--- src/hdl/rti_pkg.sv ---
package rti_pkg;

  localparam int unsigned MAX_WIDTH  = 4096;
  localparam int unsigned MAX_HEIGHT = 4096;

  localparam int unsigned DIM_W    = 13;
  localparam int unsigned STRIDE_W = 15;
  localparam int unsigned CFG_W    = 15;
  localparam int unsigned CFG_IDX_W = 3;
  localparam int unsigned LUMA_W   = 24;
  localparam int unsigned CHROMA_W = 22;

  localparam logic [DIM_W-1:0]    WIDTH_RESET  = 13'd640;
  localparam logic [DIM_W-1:0]    HEIGHT_RESET = 13'd480;
  localparam logic [STRIDE_W-1:0] STRIDE_RESET = 15'd1920;

  localparam logic [DIM_W-1:0] WIDTH_LIMIT  = DIM_W'(MAX_WIDTH & ~1);
  localparam logic [DIM_W-1:0] HEIGHT_LIMIT = DIM_W'(MAX_HEIGHT & ~1);
  localparam logic [DIM_W-1:0] DIM_MIN      = 13'd2;

  typedef enum logic [CFG_IDX_W-1:0] {
    REG_FRAME_WIDTH  = 3'd0,
    REG_FRAME_HEIGHT = 3'd1,
    REG_ROW_STRIDE   = 3'd2,
    REG_FOUR_BPP     = 3'd3,
    REG_BLUE_FIRST   = 3'd4
  } cfg_reg_e;

  typedef enum logic [1:0] {
    PLANE_Y  = 2'd0,
    PLANE_CB = 2'd1,
    PLANE_CR = 2'd2
  } plane_e;

  typedef struct packed {
    logic                done;
    logic                chroma;
    logic [7:0]          red;
    logic [7:0]          green;
    logic [7:0]          blue;
    logic [LUMA_W-1:0]   luma_pos;
    logic [CHROMA_W-1:0] chroma_pos;
  } pix_evt_t;

  typedef struct packed {
    logic [7:0] y;
    logic [7:0] cb;
    logic [7:0] cr;
  } csc_t;

endpackage

--- src/hdl/rti_frame_tracker.sv ---
module rti_frame_tracker (
  input  logic                                clk_i,
  input  logic                                rst_ni,
  input  logic                                cfg_we_i,
  input  logic [rti_pkg::CFG_IDX_W-1:0]       cfg_index_i,
  input  logic [rti_pkg::CFG_W-1:0]           cfg_data_i,
  input  logic                                byte_valid_i,
  input  logic [7:0]                          byte_i,
  input  logic                                byte_take_i,
  output rti_pkg::pix_evt_t                   evt_o
);

  logic [rti_pkg::DIM_W-1:0]    width_q, height_q;
  logic [rti_pkg::STRIDE_W-1:0] stride_q;
  logic                         four_q, blue_q;

  logic [rti_pkg::STRIDE_W-1:0] bir_q, bir_d;
  logic [1:0]                   bip_q, bip_d;
  logic [7:0]                   hold1_q, hold1_d, hold2_q, hold2_d;
  logic                         col_q, col_d;
  logic [rti_pkg::DIM_W-1:0]    row_q, row_d;
  logic [rti_pkg::LUMA_W-1:0]   luma_q, luma_d;
  logic [rti_pkg::CHROMA_W-1:0] chroma_q, chroma_d;

  logic [rti_pkg::DIM_W-1:0]    w_even, h_even, w_eff, h_eff;
  logic [rti_pkg::STRIDE_W-1:0] row_bytes, stride_eff;
  logic                         in_row, done, chroma;
  logic [2:0]                   bip_inc, bpp;
  logic [rti_pkg::STRIDE_W:0]   bir_inc;
  logic [rti_pkg::DIM_W-1:0]    row_inc;

  always_ff @(posedge clk_i or negedge rst_ni) begin
    if (!rst_ni) begin
      width_q  <= rti_pkg::WIDTH_RESET;
      height_q <= rti_pkg::HEIGHT_RESET;
      stride_q <= rti_pkg::STRIDE_RESET;
      four_q   <= 1'b0;
      blue_q   <= 1'b0;
    end else if (cfg_we_i) begin
      case (cfg_index_i)
        rti_pkg::REG_FRAME_WIDTH:  width_q  <= cfg_data_i[rti_pkg::DIM_W-1:0];
        rti_pkg::REG_FRAME_HEIGHT: height_q <= cfg_data_i[rti_pkg::DIM_W-1:0];
        rti_pkg::REG_ROW_STRIDE:   stride_q <= cfg_data_i[rti_pkg::STRIDE_W-1:0];
        rti_pkg::REG_FOUR_BPP:     four_q   <= cfg_data_i[0];
        rti_pkg::REG_BLUE_FIRST:   blue_q   <= cfg_data_i[0];
        default: ;
      endcase
    end
  end

  always_comb begin
    w_even = {width_q[rti_pkg::DIM_W-1:1], 1'b0};
    h_even = {height_q[rti_pkg::DIM_W-1:1], 1'b0};
    if (w_even < rti_pkg::DIM_MIN) begin
      w_eff = rti_pkg::DIM_MIN;
    end else if (w_even > rti_pkg::WIDTH_LIMIT) begin
      w_eff = rti_pkg::WIDTH_LIMIT;
    end else begin
      w_eff = w_even;
    end
    if (h_even < rti_pkg::DIM_MIN) begin
      h_eff = rti_pkg::DIM_MIN;
    end else if (h_even > rti_pkg::HEIGHT_LIMIT) begin
      h_eff = rti_pkg::HEIGHT_LIMIT;
    end else begin
      h_eff = h_even;
    end
    if (four_q) begin
      row_bytes = {w_eff, 2'b00};
      bpp       = 3'd4;
    end else begin
      row_bytes = {2'b00, w_eff} + {1'b0, w_eff, 1'b0};
      bpp       = 3'd3;
    end
    stride_eff = (stride_q < row_bytes) ? row_bytes : stride_q;
    in_row     = bir_q < row_bytes;
    done       = byte_valid_i && in_row && (bip_q == 2'd2);
    chroma     = !row_q[0] && !col_q;
    bip_inc    = {1'b0, bip_q} + 3'd1;
    bir_inc    = {1'b0, bir_q} + 16'd1;
    row_inc    = row_q + 13'd1;

    evt_o.done       = done;
    evt_o.chroma     = chroma;
    evt_o.red        = blue_q ? byte_i : hold1_q;
    evt_o.green      = hold2_q;
    evt_o.blue       = blue_q ? hold1_q : byte_i;
    evt_o.luma_pos   = luma_q;
    evt_o.chroma_pos = chroma_q;
  end

  always_comb begin
    bir_d    = bir_q;
    bip_d    = bip_q;
    hold1_d  = hold1_q;
    hold2_d  = hold2_q;
    col_d    = col_q;
    row_d    = row_q;
    luma_d   = luma_q;
    chroma_d = chroma_q;
    if (byte_take_i) begin
      if (in_row) begin
        case (bip_q)
          2'd0: hold1_d = byte_i;
          2'd1: hold2_d = byte_i;
          2'd2: begin
            if (chroma) begin
              chroma_d = chroma_q + 22'd1;
            end
            luma_d = luma_q + 24'd1;
            col_d  = !col_q;
          end
          default: ;
        endcase
        bip_d = (bip_inc >= bpp) ? 2'd0 : bip_inc[1:0];
      end
      bir_d = bir_inc[rti_pkg::STRIDE_W-1:0];
      if (bir_inc >= {1'b0, stride_eff}) begin
        bir_d = '0;
        bip_d = 2'd0;
        col_d = 1'b0;
        row_d = row_inc;
        if (row_inc >= h_eff) begin
          row_d    = '0;
          luma_d   = '0;
          chroma_d = '0;
        end
      end
    end
  end

  always_ff @(posedge clk_i or negedge rst_ni) begin
    if (!rst_ni) begin
      bir_q    <= '0;
      bip_q    <= '0;
      hold1_q  <= '0;
      hold2_q  <= '0;
      col_q    <= 1'b0;
      row_q    <= '0;
      luma_q   <= '0;
      chroma_q <= '0;
    end else begin
      bir_q    <= bir_d;
      bip_q    <= bip_d;
      hold1_q  <= hold1_d;
      hold2_q  <= hold2_d;
      col_q    <= col_d;
      row_q    <= row_d;
      luma_q   <= luma_d;
      chroma_q <= chroma_d;
    end
  end

endmodule

--- src/hdl/rti_csc.sv ---
module rti_csc (
  input  logic [7:0]    red_i,
  input  logic [7:0]    green_i,
  input  logic [7:0]    blue_i,
  output rti_pkg::csc_t csc_o
);

  logic [15:0] y_sum, cb_pos, cb_neg, cb_sum, cr_pos, cr_neg, cr_sum;

  always_comb begin
    y_sum  = 16'd66 * {8'd0, red_i} + 16'd129 * {8'd0, green_i} + 16'd25 * {8'd0, blue_i};
    cb_pos = 16'd56 * {8'd0, blue_i} + 16'd14336;
    cb_neg = 16'd19 * {8'd0, red_i} + 16'd37 * {8'd0, green_i};
    cr_pos = 16'd56 * {8'd0, red_i} + 16'd14336;
    cr_neg = 16'd47 * {8'd0, green_i} + 16'd9 * {8'd0, blue_i};
    cb_sum = cb_pos - cb_neg;
    cr_sum = cr_pos - cr_neg;
    csc_o.y  = y_sum[15:8] + 8'd16;
    csc_o.cb = cb_sum[14:7] + 8'd16;
    csc_o.cr = cr_sum[14:7] + 8'd16;
  end

endmodule

--- src/hdl/rti_result_queue.sv ---
module rti_result_queue (
  input  logic                 clk_i,
  input  logic                 rst_ni,
  input  logic                 load_i,
  input  rti_pkg::pix_evt_t    evt_i,
  input  rti_pkg::csc_t        csc_i,
  output logic                 free_o,
  output logic                 m_axis_tvalid,
  input  logic                 m_axis_tready,
  output logic [31:0]          m_axis_tdata,
  output logic [1:0]           m_axis_tuser,
  output logic                 m_axis_tlast
);

  logic                         valid_q, valid_d;
  rti_pkg::plane_e              ptr_q, ptr_d;
  logic                         chroma_q;
  rti_pkg::csc_t                csc_q;
  logic [rti_pkg::LUMA_W-1:0]   luma_q;
  logic [rti_pkg::CHROMA_W-1:0] chroma_pos_q;
  logic                         last, take;
  logic [7:0]                   value;
  logic [rti_pkg::LUMA_W-1:0]   index;

  always_comb begin
    last = chroma_q ? (ptr_q == rti_pkg::PLANE_CR) : 1'b1;
    take = valid_q && m_axis_tready;
    free_o = !valid_q || (m_axis_tready && last);
    case (ptr_q)
      rti_pkg::PLANE_Y:  value = csc_q.y;
      rti_pkg::PLANE_CB: value = csc_q.cb;
      rti_pkg::PLANE_CR: value = csc_q.cr;
      default:           value = csc_q.y;
    endcase
    index = (ptr_q == rti_pkg::PLANE_Y) ? luma_q : {2'b00, chroma_pos_q};
    m_axis_tvalid = valid_q;
    m_axis_tdata  = {value, index};
    m_axis_tuser  = ptr_q;
    m_axis_tlast  = last;

    valid_d = valid_q;
    ptr_d   = ptr_q;
    if (load_i) begin
      valid_d = 1'b1;
      ptr_d   = rti_pkg::PLANE_Y;
    end else if (take) begin
      if (last) begin
        valid_d = 1'b0;
      end else if (ptr_q == rti_pkg::PLANE_Y) begin
        ptr_d = rti_pkg::PLANE_CB;
      end else begin
        ptr_d = rti_pkg::PLANE_CR;
      end
    end
  end

  always_ff @(posedge clk_i or negedge rst_ni) begin
    if (!rst_ni) begin
      valid_q <= 1'b0;
      ptr_q   <= rti_pkg::PLANE_Y;
    end else begin
      valid_q <= valid_d;
      ptr_q   <= ptr_d;
    end
  end

  always_ff @(posedge clk_i) begin
    if (load_i) begin
      chroma_q     <= evt_i.chroma;
      csc_q        <= csc_i;
      luma_q       <= evt_i.luma_pos;
      chroma_pos_q <= evt_i.chroma_pos;
    end
  end

endmodule

--- src/hdl/rgb_to_i420_converter_unit.sv ---
// Converts a stream of RGB or BGR source bytes, one byte per request, into I420
// samples: a luma sample for every full pixel, and a Cb and a Cr sample at even
// columns of even rows, each tagged with its plane in tuser and its row-major
// index in the low 24 bits of tdata. A source byte can be taken every cycle; the
// first result of a pixel is loaded into the result register from the input
// register that holds the completing byte. The result register emits one sample
// per cycle while tready is high, so a pixel with chroma occupies it for its Y,
// Cb and Cr samples, and a completing byte waits only while that register is
// still busy; padding and filler bytes never wait on it themselves, though they
// queue behind a completing byte that is waiting. The frame geometry registers
// reset to 640 by 480 pixels with a 1920-byte stride, three bytes per pixel in
// R G B order; the user must write them only while idle, which is not enforced.
module rgb_to_i420_converter_unit (
  input  logic                            clk_i,
  input  logic                            rst_ni,
  input  logic                            cfg_we_i,
  input  logic [rti_pkg::CFG_IDX_W-1:0]   cfg_index_i,
  input  logic [rti_pkg::CFG_W-1:0]       cfg_data_i,
  input  logic                            s_axis_tvalid,
  output logic                            s_axis_tready,
  input  logic [7:0]                      s_axis_tdata,  // [7:0] source_byte
  output logic                            m_axis_tvalid,
  input  logic                            m_axis_tready,
  output logic [31:0]                     m_axis_tdata,  // [23:0] plane_index, [31:24] sample_value
  output logic [1:0]                      m_axis_tuser,  // [1:0] plane_select
  output logic                            m_axis_tlast
);

  logic              in_valid_q;
  logic [7:0]        in_byte_q;
  logic              advance, grp_free;
  rti_pkg::pix_evt_t evt;
  rti_pkg::csc_t     csc;

  assign advance       = in_valid_q && (!evt.done || grp_free);
  assign s_axis_tready = !in_valid_q || advance;

  always_ff @(posedge clk_i or negedge rst_ni) begin
    if (!rst_ni) begin
      in_valid_q <= 1'b0;
    end else if (s_axis_tvalid && s_axis_tready) begin
      in_valid_q <= 1'b1;
    end else if (advance) begin
      in_valid_q <= 1'b0;
    end
  end

  always_ff @(posedge clk_i) begin
    if (s_axis_tvalid && s_axis_tready) begin
      in_byte_q <= s_axis_tdata;
    end
  end

  rti_frame_tracker u_tracker (
    .clk_i        (clk_i),
    .rst_ni       (rst_ni),
    .cfg_we_i     (cfg_we_i),
    .cfg_index_i  (cfg_index_i),
    .cfg_data_i   (cfg_data_i),
    .byte_valid_i (in_valid_q),
    .byte_i       (in_byte_q),
    .byte_take_i  (advance),
    .evt_o        (evt)
  );

  rti_csc u_csc (
    .red_i   (evt.red),
    .green_i (evt.green),
    .blue_i  (evt.blue),
    .csc_o   (csc)
  );

  rti_result_queue u_queue (
    .clk_i         (clk_i),
    .rst_ni        (rst_ni),
    .load_i        (advance && evt.done),
    .evt_i         (evt),
    .csc_i         (csc),
    .free_o        (grp_free),
    .m_axis_tvalid (m_axis_tvalid),
    .m_axis_tready (m_axis_tready),
    .m_axis_tdata  (m_axis_tdata),
    .m_axis_tuser  (m_axis_tuser),
    .m_axis_tlast  (m_axis_tlast)
  );

endmodule

--- config.mk ---
export PLATFORM = sky130hd
export DESIGN_NAME = rgb_to_i420_converter_unit
export DESIGN_NICKNAME = d
export VERILOG_FILES = /design/src/hdl/rti_pkg.sv /design/src/hdl/rti_frame_tracker.sv /design/src/hdl/rti_csc.sv /design/src/hdl/rti_result_queue.sv /design/src/hdl/rgb_to_i420_converter_unit.sv
export SDC_FILE = /design/constraint.sdc
export NUM_CORES = 1
export LEC_CHECK = 0
export BUFFER_PORTS_ARGS = -buffer_cell sky130_fd_sc_hd__buf_2
export CAP_MARGIN = 20
export CORE_MARGIN = 8
export CORE_UTILIZATION = 55
export CTS_CLUSTER_SIZE = 12
export DETAILED_ROUTE_END_ITERATION = 8
export HOLD_SLACK_MARGIN = 0.05
export PLACE_DENSITY_LB_ADDON = 0.12
export SKIP_CTS_REPAIR_TIMING = 1
export SYNTH_ARGS = -nofsm -noshare
export SYNTH_HDL_FRONTEND = slang
export SYNTH_SLANG_ARGS = --single-unit
--- constraint.sdc ---
create_clock -name clk_i -period 17.25 [get_ports clk_i]
set_input_delay 0.8625 -clock clk_i [delete_from_list [all_inputs] [get_ports clk_i]]
set_output_delay 0.8625 -clock clk_i [all_outputs]
set_load 0.02 [all_outputs]
==> results.py, run 1 <==
metrics = {
    "yosys": {
        "ys_seq_elements": 217,
        "avgSynthCellArea_sq_um": 10.1,
        "ys_async_sr_fraction_pct": 63.6,
        "synthMuxAreaShare_pct": 5.59,
        "synth_top_area_share_pct": 16.5,
        "synth_fa_ha_area_share_pct": 28.3,
        "synth_common_cells": "inv_1, ha_1, dfrtp_1",
        "yosysMostFrequentCell": "inv_1",
        "synth_compound_area_share_pct": 13.4,
        "synth_edf_count": 79,
        "yosys.area_share.simple_pct": 12.0,
        "synth.distinct_cells": 92,
        "seq_area_frac_synth_pct": 30.1,
        "netlist_instances": 1912,
        "synth_area_sq_um": 19400,
        "synth_nets": 2307,
        "synthXorXnorAreaFrac_pct": 3.16,
        "synthTopCellsByArea": "dfrtp_1, ha_1, fa_1",
        "synth_top_family_by_area": "adder cells",
        "yosysTopAreaCell": "dfrtp_1",
        "ys.warnings.count": 0,
        "synth_top_flop_cell": "dfrtp_1",
    },
    "setup_path": {
        "ff2ff_path_depth": 28,
        "crit_path_start": "u_tracker.width_q[12]$_DFFE_PN0P_",
        "crit_path_end": "u_tracker.chroma_q[1]$_DFFE_PN0P_",
        "start_kind": "register",
        "endpoint_kind": "register",
        "timing.rr.end": "u_tracker.chroma_q[1]$_DFFE_PN0P_",
        "path_buf_inv": 4,
        "crit_cells": 28,
        "worstPathArrival_ps": 8910,
        "max_stage_delay_ps": 820,
        "path_class": "reg2reg",
        "cp_slowest_cell": "a221oi_2",
        "r2r_slack_ps": 8780,
        "r2r-start": "u_tracker.width_q[12]$_DFFE_PN0P_",
        "cpLargestDelayFamily": "compound AO/OA/AOI/OAI gates",
        "required_ps": 17690,
        "critPathMaxFanout": 46,
    },
    "global_routing": {
        "grt_pass1_wl_mm": 75.4,
        "grt_pass1_vias": 14100,
        "grt_max_degree": 97,
        "antenna_found_initial": 1,
        "grt-ovfl-total": 0,
        "grt_usage_pct": 22.2,
    },
    "finish": {
        "drive_above_1_share_pct": 13.0,
        "insertedDiodeCount": 0,
        "nFillCells": 2918,
        "layout.area.seq_sq_um": 5840,
        "multi_input_area_sq_um": 12100,
        "final_nets": 2341,
        "syn_to_final_growth_pct": 7.81,
    },
    "clock_network": {
        "cts_made_buffers": 25,
        "h-tree-depth": 1,
        "clock_sinks": 217,
        "clockBufferDepth": 3,
        "clk_latency_ps": 550,
        "clk_pin_slew_worst_paths_ps": 60,
        "cts_tree": "built",
        "root_buffer": "clkbuf_16",
    },
    "min_path": {
        "hold_path_class": "in2async",
    },
    "detailed_routing": {
        "avgRoutedWirePerCell_um": 18.8,
        "avgViaCountPerCell": 5.81,
        "firstDrtPassIters": 5,
        "drt_wl_total_mm": 45.5,
        "routed-via-count": 14100,
        "drc_errors": 0,
        "final_antenna_net_count": 0,
        "drt_iter0_markers": 1012,
    },
    "sta": {
        "rsz0062_at_grt": "no",
        "final_max_slew_viol_count": 0,
        "setup-tns-final_ps": 0,
        "max_freq_mhz": 118,
        "fin_crit_sh_pct": 49.1,
        "max_slew_margin_pct": 34.0,
        "finalSetupViolations": 0,
        "skew_ps": 21.1,
        "tightest_slew_ps": 975,
        "finalCriticalPeriod_ps": 8470,
        "hold_viol_final": 0,
    },
    "job": {
        "max-cap-violations": 0,
    },
    "floorplanning": {
        "ios": 68,
        "rows": 68,
        "start_util_pct": 56.0,
        "coreArea_sq_um": 34600,
        "die_h_um": 204,
        "fp.dieW_um": 204,
        "die_area_sq_um": 41500,
    },
    "run_status": {
        "outcome": "finished, final reports clean",
    },
    "placed_design": {
        "io_buffers": 67,
        "hpwlAfterDp_mm": 34.6,
        "place_congestion": 0.892,
    },
}
==> layer usage <==
layer | vias to the layer above | share of wire (%) | track usage, %
met5 | - | 0 | 0
met2 | 310 | 44 | 34.1
li1 | 6781 | - | -
met4 | 0 | 1.7 | 4.58
met3 | 52 | 5.3 | 3.01
met1 | 6914 | 49 | 33.0
==> worst reg2reg max path, delay by kind of cell (launching register included) <==
kind	cells	cell delay [ps]
XOR/XNOR	1	140
AND/OR/NAND/NOR	4	1270
flip-flops	1	710
buffers and inverters	4	1000
adder cells (fa/ha/maj)	4	1410
AO/OA/AOI/OAI	14	3630
multiplexers	1	210
==> area by class of cell <==
| cell class | count | area share (%) |
|---|---|---|
| multi-input combinational | 1338 | 58.0 |
| sequential | 217 | 27.9 |
| inverter | 285 | 5.12 |
| clock buffer | 39 | 3.68 |
| tap | 455 | 2.72 |
| timing repair buffer | 79 | 2.16 |
| clock inverter | 7 | 0.395 |
==> cell usage in the layout (no fill, tap or decap), types with 11 or more instances in the layout <==
cell type	synthesis	final
and3_1	18	18
buf_4	7	11
clkbuf_16	0	26
and2_1	13	13
xor2_1	21	21
a21oi_2	12	11
buf_2	12	66
dfrtp_1	128	128
mux2i_1	15	15
nand2b_1	16	16
ha_1	241	241
o31ai_1	36	36
a22oi_1	11	11
edfxtp_1	79	79
or3_1	21	21
nor2_1	76	75
nor2b_1	22	22
a21oi_1	96	96
mux2_2	83	83
nor3_1	13	13
o21ai_0	53	53
a21o_1	28	28
fa_1	123	123
nand2_1	99	99
nand3_1	50	50
xnor2_1	49	49
o21bai_1	12	12
inv_1	283	283
or4_1	23	23
o21ai_1	20	20
nand4_1	24	24
==> state kept, by name, summed over array words and instances (netlist names) <==
| name | count |
|---|---|
| u_tracker.row_q | 13 |
| u_tracker.hold1_q | 8 |
| u_tracker.hold2_q | 8 |
| u_queue.chroma_pos_q | 22 |
| u_tracker.blue_q | 1 |
| u_queue.chroma_q | 1 |
| u_tracker.width_q | 12 |
| u_tracker.chroma_q | 22 |
| u_tracker.height_q | 12 |
| u_tracker.bip_q | 2 |
| u_tracker.luma_q | 24 |
| u_queue.m_axis_tvalid | 1 |
| u_queue.luma_q | 24 |
| u_tracker.col_q | 1 |
| u_queue.m_axis_tuser | 2 |
| u_tracker.four_q | 1 |
| u_queue.csc_q | 24 |
| in_byte_q | 8 |
| u_tracker.bir_q | 15 |
| u_tracker.stride_q | 15 |
| in_valid_q | 1 |
==> metrics by stage <==
step | hold slack [ps] | worst slack, ps | instances | area [sq um] | utilization, %
2_1_floorplan | 423 | 9390 | 1912 | 19400 | -
3_3_place_gp | 452 | 9160 | 2373 | 20000 | 57.8
3_5_place_dp | 461 | 8980 | 2373 | 20000 | 57.8
4_1_cts | 336 | 8950 | 2419 | 20900 | 60.3
5_1_grt | 366 | 8100 | 2420 | 20900 | 60.4
6_report | 319 | 8780 | 2420 | 20900 | 60.4
==> worst min-delay path by stage <==
stage                                        from                                 end  slack [ps]  cells past startpoint
2_1_floorplan     u_tracker.luma_q[9]$_DFFE_PN0P_         u_queue.luma_q[9]$_DFFE_PP_         420                      0
3_3_place_gp   u_tracker.chroma_q[21]$_DFFE_PN0P_  u_queue.chroma_pos_q[21]$_DFFE_PP_         450                      0
3_5_place_dp   u_tracker.chroma_q[21]$_DFFE_PN0P_  u_queue.chroma_pos_q[21]$_DFFE_PP_         460                      0
4_1_cts                                    rst_ni      u_tracker.row_q[8]$_DFFE_PN0P_         340                      1
5_1_grt                                    rst_ni  u_tracker.height_q[10]$_DFFE_PN0P_         370                      1
6_report                                   rst_ni  u_tracker.height_q[11]$_DFFE_PN0P_         320                      1
==> cells by family (layout without fill, tap and decap cells) <==
logic type	after synthesis	count (layout)
compound gates	378	378
flops	217	217
xor+xnor	70	70
simple gates	427	427
buf+inv	357	410
mux	98	98
fa+ha+maj	365	365
Power of run 1 is left out: the tool's default activity adds up to more than one toggle a clock period on the data nets, which glitch-free logic cannot reach.
==> inputs of run 2 (changes only) <==
==> constraint.sdc (replaced) <==
create_clock -name clk_i -period 8.65 [get_ports clk_i]
set_input_delay 0.4325 -clock clk_i [delete_from_list [all_inputs] [get_ports clk_i]]
set_output_delay 0.4325 -clock clk_i [all_outputs]
set_load 0.02 [all_outputs]
==> run 2 against run 1 <==
  * Sequential share of layout area about the same
  * Non-clock buffer count up 5
  * Die area unchanged
==> results.py, run 2 (synthesis results as in run 1) <==
metrics = {
    "sta": {
        "setup_slack_ps": 779,
        "hold_viol_final": 0,
        "setup-tns-final_ps": 0,
        "tightest_slew_ps": 990,
        "rsz0062_at_grt": "no",
        "fin_crit_sh_pct": 91.0,
        "final_max_slew_viol_count": 0,
        "max_freq_mhz": 127,
        "max_slew_margin_pct": 34.0,
        "finalSetupViolations": 0,
        "skew_ps": 14.3,
        "finalCriticalPeriod_ps": 7870,
    },
    "setup_path": {
        "required_ps": 8930,
        "endpoint_kind": "register",
        "r2r-start": "u_tracker.blue_q$_DFFE_PN0P_",
        "ff2ff_path_depth": 21,
        "start_kind": "register",
        "r2r_slack_ps": 780,
        "worstPathArrival_ps": 8150,
        "timing.rr.end": "u_queue.csc_q[15]$_DFFE_PP_",
        "path_class": "reg2reg",
        "critPathMaxFanout": 17,
    },
    "clock_network": {
        "clk_latency_ps": 530,
        "clockBufferDepth": 3,
        "cts_made_buffers": 26,
        "root_buffer": "clkbuf_16",
        "h-tree-depth": 1,
        "clk_pin_slew_worst_paths_ps": 60,
        "cts_tree": "built",
        "clock_sinks": 217,
    },
    "finish": {
        "nFillCells": 2876,
        "final_nets": 2347,
        "final_common_cell": "inv_1",
        "drive_above_1_share_pct": 13.3,
        "syn_to_final_growth_pct": 7.82,
        "final_cell_count_no_fill": 2427,
        "multi_input_area_sq_um": 12100,
        "reg_top3": "u_queue.csc_q: 24 flops, u_queue.luma_q: 24 flops, u_tracker.luma_q: 24 flops",
        "final_cell_mix": "inv_1, ha_1, dfrtp_1",
        "insertedDiodeCount": 0,
        "layout.area.seq_sq_um": 5840,
    },
    "min_path": {
        "hold_path_class": "in2reg",
        "whs_endpoint": "in_byte_q[7]$_DFFE_PP_",
        "hold_depth": 1,
        "min-delay-start": "s_axis_tdata[7]",
    },
    "floorplanning": {
        "rows": 68,
        "ios": 68,
        "coreArea_sq_um": 34600,
        "fp.dieW_um": 204,
        "die_area_sq_um": 41500,
        "die_h_um": 204,
        "start_util_pct": 56.0,
    },
    "global_routing": {
        "grt_pass1_vias": 14100,
        "grt_pass1_wl_mm": 74.8,
        "grt-ovfl-total": 0,
        "grt_max_degree": 96,
        "grt_usage_pct": 22.1,
        "antenna_found_initial": 0,
    },
    "detailed_routing": {
        "routed-via-count": 14100,
        "avgRoutedWirePerCell_um": 18.8,
        "avgViaCountPerCell": 5.81,
        "firstDrtPassIters": 5,
        "drt_iter0_markers": 871,
        "drt_wl_total_mm": 45.6,
        "final_antenna_net_count": 0,
        "drc_errors": 0,
    },
    "placed_design": {
        "dp_slack_ps": 767,
        "dpl.cell_count": 2378,
        "io_buffers": 67,
        "place_congestion": 0.913,
        "hpwlAfterDp_mm": 35.0,
    },
    "run_status": {
        "outcome": "finished, final reports clean",
    },
    "job": {
        "max-cap-violations": 0,
    },
}
==> run 2: cell types whose count changed in the layout (fill, tap and decap cells not counted), moves of 2 or more <==
cell,previous run,this run
clkbuf_8,7,1
clkinv_2,0,5
buf_4,11,15
inv_6,0,3
clkbuf_1,6,8
clkbuf_16,26,28
clkinv_4,2,0
==> run 2: worst max-delay path by stage <==
| stage | from | end | slack [ps] | cells after the start |
|---|---|---|---|---|
| floorplan | u_tracker.width_q[9]$_DFFE_PN1P_ | u_queue.chroma_pos_q[0]$_DFFE_PP_ | 790 | 23 |
| global placement | u_tracker.width_q[12]$_DFFE_PN0P_ | u_tracker.row_q[12]$_DFFE_PN0P_ | 1140 | 26 |
| detailed placement | u_tracker.width_q[12]$_DFFE_PN0P_ | u_tracker.row_q[9]$_DFFE_PN0P_ | 770 | 26 |
| CTS | u_tracker.width_q[12]$_DFFE_PN0P_ | u_tracker.row_q[9]$_DFFE_PN0P_ | 750 | 26 |
| global route | u_tracker.width_q[12]$_DFFE_PN0P_ | u_tracker.luma_q[10]$_DFFE_PN0P_ | 140 | 29 |
| finish | u_tracker.blue_q$_DFFE_PN0P_ | u_queue.csc_q[15]$_DFFE_PP_ | 780 | 21 |
==> run 2: layout make-up <==
class,instances,area share (%)
Timing Repair Buffer,84,2.29
Multi-Input combinational cell,1338,58.0
Tap cell,455,2.72
Inverter,285,5.12
Clock inverter,11,0.377
Sequential cell,217,27.9
Clock buffer,37,3.56
==> run 2: metrics by stage <==
stage	hold slack [ps]	instance area [sq um]	utilization, %
floorplan	137	19400	-
global placement	457	20100	57.9
detailed placement	456	20100	58.0
CTS	-90.1	20900	60.3
global route	63.8	20900	60.4
finish	78.4	20900	60.4
==> run 2: worst max-delay path: stages, from the launching register on <==
cell	delay (ps)
dfrtp_1	810
mux2i_1	640
inv_1	290
ha_1	290
ha_1	230
fa_1	520
fa_1	420
ha_1	300
inv_1	80
fa_1	430
fa_1	490
inv_1	60
fa_1	470
ha_1	240
nor4_1	260
o21ai_0	160
a31oi_1	430
o21ai_0	290
o41ai_1	550
o221ai_1	190
a221oi_1	350
xnor2_1	100
==> run 2: routing by layer <==
metal	track usage (%)	vias to the layer above	routed length, um
met5	0	-	0
met2	34.6	345	20200
met4	4.35	0	796
met1	32.5	6920	22300
met3	2.73	54	2280
li1	-	6789	-
Power of run 2 is left out for the same reason.
==> inputs of run 3 (changes only) <==
--- a/config.mk
+++ b/config.mk
@@ -5,7 +5,7 @@
 export SDC_FILE = /design/constraint.sdc
 export NUM_CORES = 1
 export LEC_CHECK = 0
-export BUFFER_PORTS_ARGS = -buffer_cell sky130_fd_sc_hd__buf_2
+export BUFFER_PORTS_ARGS = -buffer_cell sky130_fd_sc_hd__buf_4
 export CAP_MARGIN = 20
 export CORE_MARGIN = 8
 export CORE_UTILIZATION = 55
==> run 3 against run 2 <==
  * Critical path depth is 6 higher
  * Flip-flop and latch count stayed put
  * First-iteration DRC count is 33% higher
  * Register-to-register slack worse by 80 ps
  * Cell area is 0.84% higher
  * Count of clock-buffer cells in the layout is 4 lower
  * Via count is 0.23% higher
  * Die area stayed put
  * Non-clock buffer count is 3 higher
  * Final cell count is 0.12% higher
  * Critical path type unchanged
  * Highest routed layer unchanged
==> results.py, run 3 (synthesis results as in run 1) <==
metrics = {
    "global_routing": {
        "grt_pass1_vias": 14200,
        "grt_pass1_wl_mm": 75.0,
        "antenna_found_initial": 0,
        "grt_max_degree": 71,
        "grt_usage_pct": 22.1,
        "grt-ovfl-total": 0,
    },
    "finish": {
        "reg_top3": "u_queue.csc_q: 24 flops, u_queue.luma_q: 24 flops, u_tracker.luma_q: 24 flops",
        "nFillCells": 2914,
        "final_common_cell": "inv_1",
        "fin_util_pct": 60.9,
        "final_nets": 2350,
        "final_cell_mix": "inv_1, ha_1, dfrtp_1",
        "insertedDiodeCount": 0,
        "drive_above_1_share_pct": 13.4,
        "syn_to_final_growth_pct": 8.73,
    },
    "min_path": {
        "hold_depth": 1,
        "whs_endpoint": "in_byte_q[2]$_DFFE_PP_",
        "min-delay-start": "s_axis_tdata[2]",
        "hold_path_class": "in2reg",
    },
    "sta": {
        "skew_ps": 11.0,
        "finalCriticalPeriod_ps": 7950,
        "max_slew_margin_pct": 36.8,
        "finalSetupViolations": 0,
        "hold_viol_final": 0,
        "max_freq_mhz": 126,
        "rsz0062_at_grt": "no",
        "setup-tns-final_ps": 0,
        "tightest_slew_ps": 948,
        "final_max_slew_viol_count": 0,
        "fin_crit_sh_pct": 91.9,
    },
    "detailed_routing": {
        "drt_wl_total_mm": 45.7,
        "avgViaCountPerCell": 5.82,
        "final_antenna_net_count": 0,
        "avgRoutedWirePerCell_um": 18.8,
        "drt_iter0_markers": 1159,
        "firstDrtPassIters": 6,
        "routed-via-count": 14100,
        "drc_errors": 0,
    },
    "setup_path": {
        "timing.rr.end": "u_tracker.row_q[4]$_DFFE_PN0P_",
        "path_class": "reg2reg",
        "r2r_slack_ps": 700,
        "r2r-start": "u_tracker.width_q[12]$_DFFE_PN0P_",
        "required_ps": 9070,
        "worstPathArrival_ps": 8380,
        "critPathMaxFanout": 17,
        "endpoint_kind": "register",
        "start_kind": "register",
        "ff2ff_path_depth": 27,
    },
    "run_status": {
        "outcome": "finished, final reports clean",
    },
    "floorplanning": {
        "fp.dieW_um": 204,
        "start_util_pct": 56.0,
        "ios": 68,
        "rows": 68,
        "die_h_um": 204,
        "coreArea_sq_um": 34600,
        "die_area_sq_um": 41500,
    },
    "job": {
        "max-cap-violations": 0,
    },
    "clock_network": {
        "clk_latency_ps": 540,
        "clockBufferDepth": 3,
        "cts_made_buffers": 26,
        "clock_sinks": 217,
        "clk_pin_slew_worst_paths_ps": 60,
        "root_buffer": "clkbuf_16",
        "cts_tree": "built",
        "h-tree-depth": 1,
    },
    "placed_design": {
        "place_congestion": 0.919,
        "hpwlAfterDp_mm": 35.1,
        "io_buffers": 67,
    },
}
## run 3: cell types whose count changed in the layout (fill, tap and decap cells not counted)
cell	before	now
buf_16	0	1
buf_2	66	0
buf_4	15	84
buf_8	1	0
clkbuf_1	8	4
clkbuf_16	28	26
clkbuf_8	1	3
clkinv_1	2	5
clkinv_4	0	1
clkinvlp_4	1	4
inv_6	3	0
nand2_1	98	99
nand2_2	1	0
## run 3: how the worst max path moves through the flow
stage | start | endpoint | slack (ps) | cells after the start
after floorplan | u_tracker.width_q[9]$_DFFE_PN1P_ | u_queue.chroma_pos_q[0]$_DFFE_PP_ | 790 | 23
after global placement | u_tracker.blue_q$_DFFE_PN0P_ | u_queue.csc_q[14]$_DFFE_PP_ | 1150 | 22
after detailed placement | u_tracker.width_q[12]$_DFFE_PN0P_ | u_tracker.row_q[4]$_DFFE_PN0P_ | 820 | 27
after CTS | u_tracker.width_q[12]$_DFFE_PN0P_ | u_tracker.row_q[4]$_DFFE_PN0P_ | 760 | 27
after global routing | u_tracker.width_q[12]$_DFFE_PN0P_ | u_tracker.row_q[4]$_DFFE_PN0P_ | 50 | 28
final | u_tracker.width_q[12]$_DFFE_PN0P_ | u_tracker.row_q[4]$_DFFE_PN0P_ | 700 | 27
## run 3: final cells by class
class                      count  area, sq um  share of cell area [%]
clock inverter                15         95.1                   0.451
inverter                     285         1070                    5.07
timing repair buffer          87          679                    3.22
multi-input combinational   1338        12100                    57.5
sequential                   217         5840                    27.7
tap                          455          569                    2.70
clock buffer                  33          707                    3.35
## run 3: per-stage QoR
| step | setup slack [ps] | hold WS [ps] | instance area [sq um] | cells |
|---|---|---|---|---|
| final | 697 | 75.7 | 21100 | 2430 |
| after global routing | 50.0 | 52.3 | 21100 | 2430 |
| after CTS | 762 | -88.7 | 21100 | 2429 |
| after detailed placement | 815 | 464 | 20300 | 2381 |
| after global placement | 1150 | 465 | 20200 | 2380 |
| after floorplan | 787 | 137 | 19400 | 1912 |
## run 3: worst max-delay path: stages, from the launching register on
cell and delay (ps):
dfrtp_1 640, inv_1 280, a41oi_1 530, inv_1 90, ha_1 250, fa_1 510
a21oi_1 190, o211a_2 250, or2b_1 130, xnor2_1 60, o21ai_0 140, nand2_1 140
ha_1 230, a21o_1 170, a2111oi_0 360, o21ai_0 140, o22ai_1 240, a221oi_2 220
nor2_1 520, mux2i_1 310, ha_1 290, and4_1 220, a221o_1 350, nor3_1 190
a211oi_1 150, o21ai_2 300, nand2_1 500, a32o_1 410
## run 3: metal layers
layer | part of all wire (%) | GRT usage (%)
met1 | 50 | 33.2
met2 | 43 | 33.3
met3 | 5.0 | 3.25
met4 | 2.0 | 4.74
met5 | 0 | 0
Power of run 3 is left out for the same reason.
